File: config.mk
export PLATFORM = sky130hd
export DESIGN_NAME = inverted_page_table_fault_flush_core
export DESIGN_NICKNAME = d
export VERILOG_FILES = /design/src/rtl/iptff_pkg.sv /design/src/rtl/inverted_page_table_fault_flush_core.sv
export SDC_FILE = /design/constraint.sdc
export NUM_CORES = 2
export LEC_CHECK = 0
export BUFFER_PORTS_ARGS = -buffer_cell sky130_fd_sc_hd__buf_2
export CORE_ASPECT_RATIO = 0.5
export CORE_UTILIZATION = 50
export DETAILED_ROUTE_END_ITERATION = 10
export GPL_ROUTABILITY_DRIVEN = 1
export PLACE_DENSITY_LB_ADDON = 0.12
export SLEW_MARGIN = 10
export SYNTH_ARGS = -nofsm -noshare
export SYNTH_HDL_FRONTEND = slang
export SYNTH_SLANG_ARGS = --single-unit
File: constraint.sdc
create_clock -name clk -period 6.92 [get_ports clk]
set_clock_uncertainty 0.05 [all_clocks]
set_input_delay 0.692 -clock clk [delete_from_list [all_inputs] [get_ports clk]]
set_output_delay 0.692 -clock clk [all_outputs]
set_load 0.05 [all_outputs]
File: src/rtl/iptff_pkg.sv
// Types and constants of the inverted page table core.
package iptff_pkg;

  localparam int PID_W   = 2;
  localparam int PAGE_W  = 20;
  localparam int LIMIT_W = 16;
  localparam int FCNT_W  = 17;
  localparam int TOT_W   = 32;
  localparam int FI_W    = 6;
  localparam int WBO_W   = 7;

  localparam logic [LIMIT_W-1:0] LIMIT_RESET = 16'd4;
  localparam logic [WBO_W-1:0]   WB_SAT      = 7'd127;

  // Command codes.
  localparam logic CMD_ACCESS = 1'b0;
  localparam logic CMD_FINISH = 1'b1;

  // Process identifiers; owner zero marks a frame that was never used.
  localparam logic [PID_W-1:0] PID_NONE = 2'd0;
  localparam logic [PID_W-1:0] PID_ONE  = 2'd1;
  localparam logic [PID_W-1:0] PID_TWO  = 2'd2;

  // One frame of the table as held in memory.
  typedef struct packed {
    logic              valid;
    logic [PID_W-1:0]  owner;
    logic              dirty;
    logic [PAGE_W-1:0] page;
  } iptff_entry_t;

  // Sequencer states, one-hot.
  typedef enum logic [5:0] {
    ST_CLEAR = 6'b000001,
    ST_IDLE  = 6'b000010,
    ST_SCAN  = 6'b000100,
    ST_FLUSH = 6'b001000,
    ST_LOAD  = 6'b010000,
    ST_REPLY = 6'b100000
  } iptff_state_t;

endpackage

File: src/rtl/inverted_page_table_fault_flush_core.sv
// Inverted page table core: frame memory, sequencer and running totals.
// States per request: a hit is SCAN then REPLY, a finish FLUSH then REPLY, a plain fault
// SCAN, LOAD, REPLY, a flushing fault SCAN, FLUSH, LOAD, REPLY; a bad process id only REPLY.
// One request is in flight at a time (busy high); the next may be accepted in the result cycle.
// The result strobe lasts one cycle and cannot be stalled by the receiver.
// After reset a clearing pass over every frame empties the memory while busy is high.
module inverted_page_table_fault_flush_core
  import iptff_pkg::*;
#(
  parameter int FRAMES = 64
) (
  input  logic               clk,
  input  logic               rst_n,
  input  logic               start,
  output logic               busy,
  input  logic               in_cmd,
  input  logic [PID_W-1:0]   in_process_id,
  input  logic [PAGE_W-1:0]  in_page_number,
  input  logic               in_is_write,
  input  logic               cfg_valid,
  output logic               cfg_ready,
  input  logic [LIMIT_W-1:0] cfg_fault_limit,
  output logic               out_valid,
  output logic               out_hit,
  output logic               out_page_fault,
  output logic               out_flushed,
  output logic               out_loaded,
  output logic [FI_W-1:0]    out_frame_index,
  output logic [WBO_W-1:0]   out_writebacks_now,
  output logic [TOT_W-1:0]   out_total_writes,
  output logic [TOT_W-1:0]   out_total_reads,
  output logic [TOT_W-1:0]   out_total_faults
);

  localparam int IW  = (FRAMES > 1) ? $clog2(FRAMES) : 1;
  localparam int WBW = $clog2(FRAMES + 1);
  localparam int XW  = (IW > FI_W) ? IW : FI_W;
  localparam logic [IW-1:0] LAST_IDX = IW'(FRAMES - 1);

  // Frame memory with registered read data.
  iptff_entry_t mem_q [FRAMES];
  logic         mem_we, mem_re;
  logic [IW-1:0] mem_waddr, mem_raddr;
  iptff_entry_t mem_wdata;

  iptff_state_t state_r, state_nxt;
  logic [IW-1:0]  addr_r, addr_nxt;
  logic           issue_r, issue_nxt;
  logic           rd_pend_r, rd_pend_nxt;
  logic [IW-1:0]  rd_addr_r, rd_addr_nxt;
  iptff_entry_t   rd_data_r;

  logic              cmd_r, cmd_nxt;
  logic [PID_W-1:0]  pid_r, pid_nxt;
  logic [PAGE_W-1:0] page_r, page_nxt;
  logic              wr_r, wr_nxt;
  logic              acc_r, acc_nxt;
  logic              found_r, found_nxt;
  logic [IW-1:0]     hit_idx_r, hit_idx_nxt;
  logic              free_found_r, free_found_nxt;
  logic [IW-1:0]     free_idx_r, free_idx_nxt;
  logic [WBW-1:0]    wb_r, wb_nxt;
  logic              flush_will_r, flush_will_nxt;

  logic [LIMIT_W-1:0] limit_r, limit_nxt;
  logic [FCNT_W-1:0]  fc0_r, fc0_nxt, fc1_r, fc1_nxt;
  logic [TOT_W-1:0]   wt_r, wt_nxt, rt_r, rt_nxt, ft_r, ft_nxt;

  logic               out_valid_r, out_valid_nxt;
  logic               out_hit_r, out_hit_nxt;
  logic               out_fault_r, out_fault_nxt;
  logic               out_flushed_r, out_flushed_nxt;
  logic               out_loaded_r, out_loaded_nxt;
  logic [FI_W-1:0]    out_fi_r, out_fi_nxt;
  logic [WBO_W-1:0]   out_wb_r, out_wb_nxt;

  logic [FCNT_W-1:0]  fc_in_inc, fc_item_inc;
  logic               pid_own, free_cand, last_rd;
  logic [XW-1:0]      fi_ext;
  logic [TOT_W-1:0]   wb_wide;

  // Memory: one write and one read a cycle, never to the same entry.
  always_ff @(posedge clk) begin
    if (mem_we) begin
      mem_q[mem_waddr] <= mem_wdata;
    end
    if (mem_re) begin
      rd_data_r <= mem_q[mem_raddr];
    end
  end

  // Fault counts incremented, for the incoming request and the held one.
  assign fc_in_inc   = (in_process_id[1] ? fc1_r : fc0_r) + FCNT_W'(1);
  assign fc_item_inc = (pid_r[1] ? fc1_r : fc0_r) + FCNT_W'(1);

  // Properties of the entry just read.
  assign pid_own   = rd_data_r.valid && (rd_data_r.owner == pid_r);
  assign free_cand = (!rd_data_r.valid &&
                      (rd_data_r.owner == pid_r || rd_data_r.owner == PID_NONE)) ||
                     (flush_will_r && pid_own);
  assign last_rd   = (rd_addr_r == LAST_IDX);
  assign wb_wide   = TOT_W'(wb_r);

  // Sequencer and read-modify-write datapath.
  always_comb begin
    state_nxt       = state_r;
    addr_nxt        = addr_r;
    issue_nxt       = issue_r;
    rd_pend_nxt     = 1'b0;
    rd_addr_nxt     = rd_addr_r;
    cmd_nxt         = cmd_r;
    pid_nxt         = pid_r;
    page_nxt        = page_r;
    wr_nxt          = wr_r;
    acc_nxt         = acc_r;
    found_nxt       = found_r;
    hit_idx_nxt     = hit_idx_r;
    free_found_nxt  = free_found_r;
    free_idx_nxt    = free_idx_r;
    wb_nxt          = wb_r;
    flush_will_nxt  = flush_will_r;
    limit_nxt       = limit_r;
    fc0_nxt         = fc0_r;
    fc1_nxt         = fc1_r;
    wt_nxt          = wt_r;
    rt_nxt          = rt_r;
    ft_nxt          = ft_r;
    out_valid_nxt   = 1'b0;
    out_hit_nxt     = out_hit_r;
    out_fault_nxt   = out_fault_r;
    out_flushed_nxt = out_flushed_r;
    out_loaded_nxt  = out_loaded_r;
    out_fi_nxt      = out_fi_r;
    out_wb_nxt      = out_wb_r;
    fi_ext          = '0;
    mem_we          = 1'b0;
    mem_waddr       = rd_addr_r;
    mem_wdata       = rd_data_r;
    mem_re          = 1'b0;
    mem_raddr       = addr_r;

    // Configuration register write.
    if (cfg_valid) begin
      limit_nxt = cfg_fault_limit;
    end

    // Sweep reads, one entry a cycle.
    if ((state_r == ST_SCAN || state_r == ST_FLUSH) && issue_r) begin
      mem_re      = 1'b1;
      rd_pend_nxt = 1'b1;
      rd_addr_nxt = addr_r;
      if (addr_r == LAST_IDX) begin
        issue_nxt = 1'b0;
      end else begin
        addr_nxt = addr_r + IW'(1);
      end
    end

    unique case (state_r)
      ST_CLEAR: begin
        mem_we    = 1'b1;
        mem_waddr = addr_r;
        mem_wdata = '0;
        if (addr_r == LAST_IDX) begin
          addr_nxt  = '0;
          state_nxt = ST_IDLE;
        end else begin
          addr_nxt = addr_r + IW'(1);
        end
      end

      ST_IDLE: begin
        if (start) begin
          cmd_nxt        = in_cmd;
          pid_nxt        = in_process_id;
          page_nxt       = in_page_number;
          wr_nxt         = in_is_write;
          acc_nxt        = (in_cmd == CMD_ACCESS) &&
                           (in_process_id == PID_ONE || in_process_id == PID_TWO);
          found_nxt      = 1'b0;
          free_found_nxt = 1'b0;
          hit_idx_nxt    = '0;
          free_idx_nxt   = '0;
          wb_nxt         = '0;
          flush_will_nxt = fc_in_inc > FCNT_W'(limit_r);
          addr_nxt       = '0;
          issue_nxt      = 1'b1;
          if (in_cmd == CMD_FINISH) begin
            state_nxt = ST_FLUSH;
          end else if (in_process_id == PID_ONE || in_process_id == PID_TWO) begin
            state_nxt = ST_SCAN;
          end else begin
            state_nxt = ST_REPLY;
          end
        end
      end

      // Lookup pass: also counts the process's dirty frames and finds a free frame.
      ST_SCAN: begin
        if (rd_pend_r) begin
          if (pid_own && rd_data_r.page == page_r) begin
            if (!found_r) begin
              hit_idx_nxt = rd_addr_r;
            end
            found_nxt = 1'b1;
            if (wr_r) begin
              mem_we          = 1'b1;
              mem_wdata.dirty = 1'b1;
            end
          end
          if (pid_own && rd_data_r.dirty) begin
            wb_nxt = wb_r + WBW'(1);
          end
          if (!free_found_r && free_cand) begin
            free_found_nxt = 1'b1;
            free_idx_nxt   = rd_addr_r;
          end
          if (last_rd) begin
            if (found_nxt) begin
              wb_nxt    = '0;
              state_nxt = ST_REPLY;
            end else if (flush_will_r) begin
              addr_nxt  = '0;
              issue_nxt = 1'b1;
              state_nxt = ST_FLUSH;
            end else begin
              wb_nxt    = '0;
              state_nxt = ST_LOAD;
            end
          end
        end
      end

      // Invalidate pass: every frame on finish, else the faulting process's.
      ST_FLUSH: begin
        if (rd_pend_r) begin
          if (rd_data_r.valid && (cmd_r == CMD_FINISH || rd_data_r.owner == pid_r)) begin
            mem_we          = 1'b1;
            mem_wdata.valid = 1'b0;
            if (cmd_r == CMD_FINISH && rd_data_r.dirty) begin
              wb_nxt = wb_r + WBW'(1);
            end
          end
          if (last_rd) begin
            state_nxt = (cmd_r == CMD_FINISH) ? ST_REPLY : ST_LOAD;
          end
        end
      end

      ST_LOAD: begin
        if (free_found_r) begin
          mem_we          = 1'b1;
          mem_waddr       = free_idx_r;
          mem_wdata.valid = 1'b1;
          mem_wdata.owner = pid_r;
          mem_wdata.dirty = wr_r;
          mem_wdata.page  = page_r;
        end
        state_nxt = ST_REPLY;
      end

      // Result and counter update.
      ST_REPLY: begin
        out_hit_nxt     = acc_r && found_r;
        out_fault_nxt   = acc_r && !found_r;
        out_flushed_nxt = acc_r && !found_r && flush_will_r;
        out_loaded_nxt  = acc_r && !found_r && free_found_r;
        if (acc_r && found_r) begin
          fi_ext = XW'(hit_idx_r);
        end else if (acc_r && free_found_r) begin
          fi_ext = XW'(free_idx_r);
        end
        out_fi_nxt = fi_ext[FI_W-1:0];
        out_wb_nxt = (wb_wide > TOT_W'(WB_SAT)) ? WB_SAT : WBO_W'(wb_r);
        wt_nxt     = wt_r + wb_wide;
        if (acc_r && !found_r) begin
          ft_nxt = ft_r + TOT_W'(1);
          rt_nxt = rt_r + TOT_W'(1);
          if (pid_r[1]) begin
            fc1_nxt = flush_will_r ? FCNT_W'(1) : fc_item_inc;
          end else begin
            fc0_nxt = flush_will_r ? FCNT_W'(1) : fc_item_inc;
          end
        end
        out_valid_nxt = 1'b1;
        state_nxt     = ST_IDLE;
      end

      default: begin
        state_nxt = ST_CLEAR;
        addr_nxt  = '0;
      end
    endcase
  end

  // Control state and counters.
  always_ff @(posedge clk) begin
    if (!rst_n) begin
      state_r     <= ST_CLEAR;
      addr_r      <= '0;
      issue_r     <= 1'b0;
      rd_pend_r   <= 1'b0;
      limit_r     <= LIMIT_RESET;
      fc0_r       <= '0;
      fc1_r       <= '0;
      wt_r        <= '0;
      rt_r        <= '0;
      ft_r        <= '0;
      out_valid_r <= 1'b0;
    end else begin
      state_r     <= state_nxt;
      addr_r      <= addr_nxt;
      issue_r     <= issue_nxt;
      rd_pend_r   <= rd_pend_nxt;
      limit_r     <= limit_nxt;
      fc0_r       <= fc0_nxt;
      fc1_r       <= fc1_nxt;
      wt_r        <= wt_nxt;
      rt_r        <= rt_nxt;
      ft_r        <= ft_nxt;
      out_valid_r <= out_valid_nxt;
    end
  end

  // Request and result payload.
  always_ff @(posedge clk) begin
    rd_addr_r     <= rd_addr_nxt;
    cmd_r         <= cmd_nxt;
    pid_r         <= pid_nxt;
    page_r        <= page_nxt;
    wr_r          <= wr_nxt;
    acc_r         <= acc_nxt;
    found_r       <= found_nxt;
    hit_idx_r     <= hit_idx_nxt;
    free_found_r  <= free_found_nxt;
    free_idx_r    <= free_idx_nxt;
    wb_r          <= wb_nxt;
    flush_will_r  <= flush_will_nxt;
    out_hit_r     <= out_hit_nxt;
    out_fault_r   <= out_fault_nxt;
    out_flushed_r <= out_flushed_nxt;
    out_loaded_r  <= out_loaded_nxt;
    out_fi_r      <= out_fi_nxt;
    out_wb_r      <= out_wb_nxt;
  end

  assign busy               = (state_r != ST_IDLE);
  assign cfg_ready          = 1'b1;
  assign out_valid          = out_valid_r;
  assign out_hit            = out_hit_r;
  assign out_page_fault     = out_fault_r;
  assign out_flushed        = out_flushed_r;
  assign out_loaded         = out_loaded_r;
  assign out_frame_index    = out_fi_r;
  assign out_writebacks_now = out_wb_r;
  assign out_total_writes   = wt_r;
  assign out_total_reads    = rt_r;
  assign out_total_faults   = ft_r;

endmodule

# Yosys cells after proc, flatten, opt, wreduce, memory -nomap -nowiden

Memories as Yosys holds them, arrays and structs flattened. A register that Yosys moved wholly into a read port is not among the register bits.
Index checks and enable logic that the tools add are counted.

Shifts and indexed selects: 0
Mux-type cells: 84
Magnitude comparators: 2
Add/sub/neg operators: 7
Reduce and logical (&&, ||, !) cells: 36
Eq/ne operators: 24
Bitwise logic cells: 2
Divide/modulo/power cells: 0
Multiply operators: 0

Operators with widths:

| kind                                                  | count |
|---|---|
| 2-to-1 mux 6 bit                                      | 27 |
| adder 32 x 1 -> 32 bit, second input constant         | 2 |
| 2-to-1 mux 7 bit                                      | 9 |
| 2-to-1 mux 17 bit                                     | 3 |
| case mux 20 bit (2 select lines)                      | 1 |
| case mux 6 bit (2 select lines)                       | 3 |
| case mux 6 bit (6 select lines)                       | 1 |
| adder 17 x 1 -> 17 bit, second input constant         | 2 |
| adder 32 x 7 -> 32 bit                                | 1 |
| 2-to-1 mux 1 bit                                      | 29 |
| 2-to-1 mux 24 bit                                     | 1 |
| case mux 6 bit (4 select lines)                       | 1 |
| case mux 7 bit (3 select lines)                       | 1 |
| == test 20 bit                                        | 1 |
| == test 6 bit, second input constant                  | 3 |
| > comparator 17 x 16 -> 1 bit                         | 1 |
| logical AND 1 bit                                     | 15 |
| inequality test 2 bit, second input constant          | 7 |
| AND reduction 6 bit                                   | 2 |
| AND reduction 3 bit                                   | 3 |
| inequality test 2 x 1 -> 1 bit, second input constant | 4 |
| adder 7 x 1 -> 7 bit, second input constant           | 1 |
| > comparator 7 bit, second input constant             | 1 |
| adder 6 x 1 -> 6 bit, second input constant           | 1 |
| 24 further kinds                                      | 35 |

Memories kept: 1
Logic and storage cells: 185
Memory bits (read-only): 0
Bits of input ports: 44
Latch bits: 0
Output and inout port bits: 116
Bits in writable memories: 1536
Bits in registers: 231

Memories:

| name  | depth | bits a word | read ports | clocked after memory_dff | wr ports | line                                       | text |
|---|---|---|---|---|---|---|---|
| mem_q | 64    | 24          | 1          | 1                        | 1        | inverted_page_table_fault_flush_core.sv:41 | `iptff_entry_t mem_q [FRAMES];` |

# Depth between registers and ports, before layout

Word-level depth: 10
Depth in mapped cells: 17
Mapped depth without buffers: 14

# Worst setup path after synthesis

No wires, ideal clock.

Path kind: reg-to-reg
Start point: register state_r[1]
End point: memory mem_q[0][23] (netlist name), data pin
Setup time: 0.767 ns
Stages on the path, launching flop included: 8
Arrival: 4.245 ns
Path buffers: 3
Slack: 1.857 ns
Data required time: 6.103 ns
Clock period less this slack: 5.063 ns
Cell sequence: dfxtp_1 -> buf_6 -> nor4_4 -> and3_1 -> clkbuf_1 -> buf_2 -> nor2_1 -> a311oi_1

RTL lines:

| what                     | line                                        | text |
|---|---|---|
| start: declaration       | inverted_page_table_fault_flush_core.sv:46  | `iptff_state_t state_r, state_nxt;` |
| start signal: assignment | inverted_page_table_fault_flush_core.sv:311 | `state_r <= state_nxt;` |
| end: declaration         | inverted_page_table_fault_flush_core.sv:41  |  |

# Worst setup path in the final report

Start point: register state_r[2]
End point: memory mem_q[43][4] (netlist name), enable pin

Cells in the longest elaborated chain, start to end: 4
Elaborated cells on any way between the ends: 8
Classes of those cells: eq/ne (4); mux (4)

RTL lines:

| what                                                 | line                                        | text |
|---|---|---|
| == test 6 x 5 -> 1 bit, or another cell as far along | inverted_page_table_fault_flush_core.sv:159 | `unique case (state_r)` |
| case mux 1 bit (4 select lines)                      | inverted_page_table_fault_flush_core.sv:159 |  |
| 2-to-1 mux 1 bit                                     | inverted_page_table_fault_flush_core.sv:84  | `if (mem_we) begin` |
| 2-to-1 mux 1 bit (implied by the code)               | inverted_page_table_fault_flush_core.sv:85  | `mem_q[mem_waddr] <= mem_wdata;` |

Parallel ways exist; a longest one is shown, timed or not.

==> reports/results.txt <==
Status - completed
Most numerous cell in the Yosys netlist - edfxtp_1
Nets - 3839
Setup crit start kind - flop
Worst-Margin Slew - 1.16 ns
CTS tree - built
Post-synth top flop - edfxtp_1
Sw power - 0.00756 W
Die area - 0.143 mm²
Pleak - 24.8 nW
Final setup fails - 0
Internal - 0.0196 W
CP cell instances - or4_1 > nor3b_2 > buf_4 > nor2_2 > buf_4 > a21boi_0 > nor2b_1 > nand2_1 > nor2_4
Die X - 534 µm
HPWL after detailed placement - 107 mm
Finished layout cell area - 0.0793 mm²
CTS Hold Bufs - 0
Die height - 268 µm
1st-pass router iterations - 5
PortBufs - 158
Total GRT Usage - 25.3%
Final Hold Viols - 0
Asr flop ratio synth - 0%
Fin crit share - 65.9%
CP endpoint kind - flop
Peak Freq - 0.219 GHz
Minimum clock period - 4.56 ns
Net Sw Frac - 27.8%
EDFF count, synth - 1630
Number of global-route vias before repair - 34800
Synth cell count leaders - edfxtp_1, mux4_2, nor2_1, dfxtp_1, clkbuf_1
Post-Syn Instances - 3552
Gpl congestion - 0.871
H-tree depth - 4
Final setup TNS - 0 ns
Sequential power share - 47.9%
Root Driver - clkbuf_16
Core area - 0.140 mm²
Synth-to-Final Area Change - 12.1%
Sequential fraction of the synthesis area - 73.8%
CP required - 7.28 ns
Min-delay worst type - input port to flop
Worst path arrival time - 4.92 ns
CP max stage cell - nor2_4
Crit-path most repeated cell - buf_4
DRT antenna net count - 0
Combinational Power Share - 19.9%
Synth top area cells - edfxtp_1, mux4_2, dfxtp_1
Syn. warnings - 0
Synth Register Bits - 1791
CTS buffer count - 156
Syn Nets - 3627
Layout cells sized above 1 - 27.6%
Via density per instance - 6.26
Synth top area share - 69.2%
1st-iter DRT viols - 4340
CTS Buffer Depth - 3
Syn avg cell area - 19.9 µm²
WL/cell - 31.0 µm
Final WL - 179 mm
Rows - 97
Grt ovf - 0
RSZ-0062 raised after global routing - false
Initial Utilization - 50.5%
Vias - 36200
Max stage delay on crit path - 0.93 ns
Setup WS pre-CTS - 1.76 ns
Initial antenna violation count - 18
Worst Slack Setup Final - 2.36 ns
Crit-path max FO - 25
Global-route wire length before repair - 255 mm
WS Path Type - flop to flop
DRC - 0
Worst vdd ir - 0.322 mV
Clock Power Share - 32.2%
CTS clk-pin slew, worst paths - 0.07 ns
Final Core Density - 56.6%
Post-Syn Area - 0.0707 mm²
Post-cts resize count - 0
Worst slew margin - 22.7%
PwrDens - 342 mW/mm²
Cell taking the most area after synthesis - edfxtp_1
Ports - 160
Worst-skew pair later-pin latency - 0.79 ns
Largest net degree at the start of global routing - 134
Post-synthesis cell type count - 71
Post-CTS Setup Inserts - 0
Area of placed instances - 0.0743 mm²
Sink Count - 1791
Max Slew Vio Count - 0
Number of max-cap violations - 0
area by class of cell:
type                            instances  area, µm²
Fill cell                           10500      60900
Sequential cell                      1791      52200
Multi-Input combinational cell       1539      18100
Clock buffer                          196       4140
Tap cell                             1881       2350
Timing Repair Buffer                  233       1440
Clock inverter                         86        885
Inverter                               43        164
Antenna cell                            2       5.00
worst paths after layout:
check                                         from                                to  slack [ns]  cells after the start
setup / recovery           state_r[2]$_SDFFE_PN0P_            mem_q[43][4]$_DFFE_PP_        2.36                      9
hold / removal                         in_is_write                    wr_r$_DFFE_PP_        0.05                      1
setup reg to reg           state_r[2]$_SDFFE_PN0P_            mem_q[43][4]$_DFFE_PP_        2.36                      9
hold reg to reg   out_total_writes[2]$_SDFFE_PN0P_  out_total_writes[2]$_SDFFE_PN0P_        0.42                      2
through the flow:
step	total power, W	hold slack (ns)	instances
finish	0.0272	0.0535	5771
detailed placement	0.0187	0.420	5487
global route	0.0280	0.00778	5769
global placement	0.0186	0.413	5487
floorplan	0.0163	0.356	3552
CTS	0.0273	0.0000102	5769
worst max-delay path: cells and delay by family (launching register included):
family | cells | cell delay, ns
buf+inv | 2 | 0.55
simple gates | 6 | 2.91
flops | 1 | 0.40
compound gates | 1 | 0.22
sequential cells by signal (all words and copies together), names as in the netlist, 2 cells and up:
| register | cells |
|---|---|
| out_writebacks_now | 7 |
| fc0_r | 17 |
| hit_idx_r | 6 |
| pid_r | 2 |
| wb_r | 7 |
| page_r | 20 |
| fc1_r | 17 |
| limit_r | 16 |
| rd_data_r | 24 |
| addr_r | 6 |
| mem_q | 1536 |
| free_idx_r | 6 |
| out_frame_index | 6 |
| out_total_reads | 32 |
| rd_addr_r | 6 |
| out_total_faults | 32 |
| out_total_writes | 32 |
| state_r | 6 |
per-layer routing:
metal | share of wire [%] | global-route usage [%] | up-vias
li1 | - | - | 15000
met1 | 44 | 38.9 | 19400
met2 | 45 | 37.0 | 1575
met3 | 9.6 | 5.95 | 215
met4 | 1.8 | 5.63 | 2
met5 | 0.011 | 0 | -
power groups by stage:
stage	clock network (W)	logic [W]	registers, W
after global placement	0	0.00536	0.0132
after global routing	0.00932	0.00563	0.0130
final	0.00875	0.00540	0.0130
after detailed placement	0	0.00542	0.0133
after CTS	0.00890	0.00542	0.0130
after floorplan	0	0.00315	0.0132
cell families after synthesis:
kind of cell,synth area share [%]
flops,73.8
buf+inv,1.22
mux,16.6
simple gates,4.00
compound gates,2.40
fa+ha+maj,0.559
xor+xnor,1.44
other cells,0.00530
cells in the final DEF, fill, tap and decap left out, types with 23 or more instances in the layout:
cell type / Yosys / layout
a21oi_1: 89 / 89
and3_1: 23 / 23
buf_2: 12 / 158
buf_4: 1 / 68
clkbuf_1: 122 / 35
clkbuf_16: 0 / 159
clkinv_1: 1 / 30
clkinv_2: 0 / 23
dfxtp_1: 161 / 155
edfxtp_1: 1630 / 1630
ha_1: 30 / 30
inv_1: 40 / 39
mux2i_1: 37 / 37
mux4_2: 504 / 504
nand2_1: 112 / 111
nand3_1: 54 / 54
nand4_1: 35 / 35
nor2_1: 221 / 156
nor2_2: 0 / 37
nor2_4: 0 / 28
nor3_1: 23 / 23
o21ai_0: 57 / 57
or3_1: 23 / 23
xnor2_1: 45 / 45
xor2_1: 71 / 71
Power figures use the tool's default switching activity.
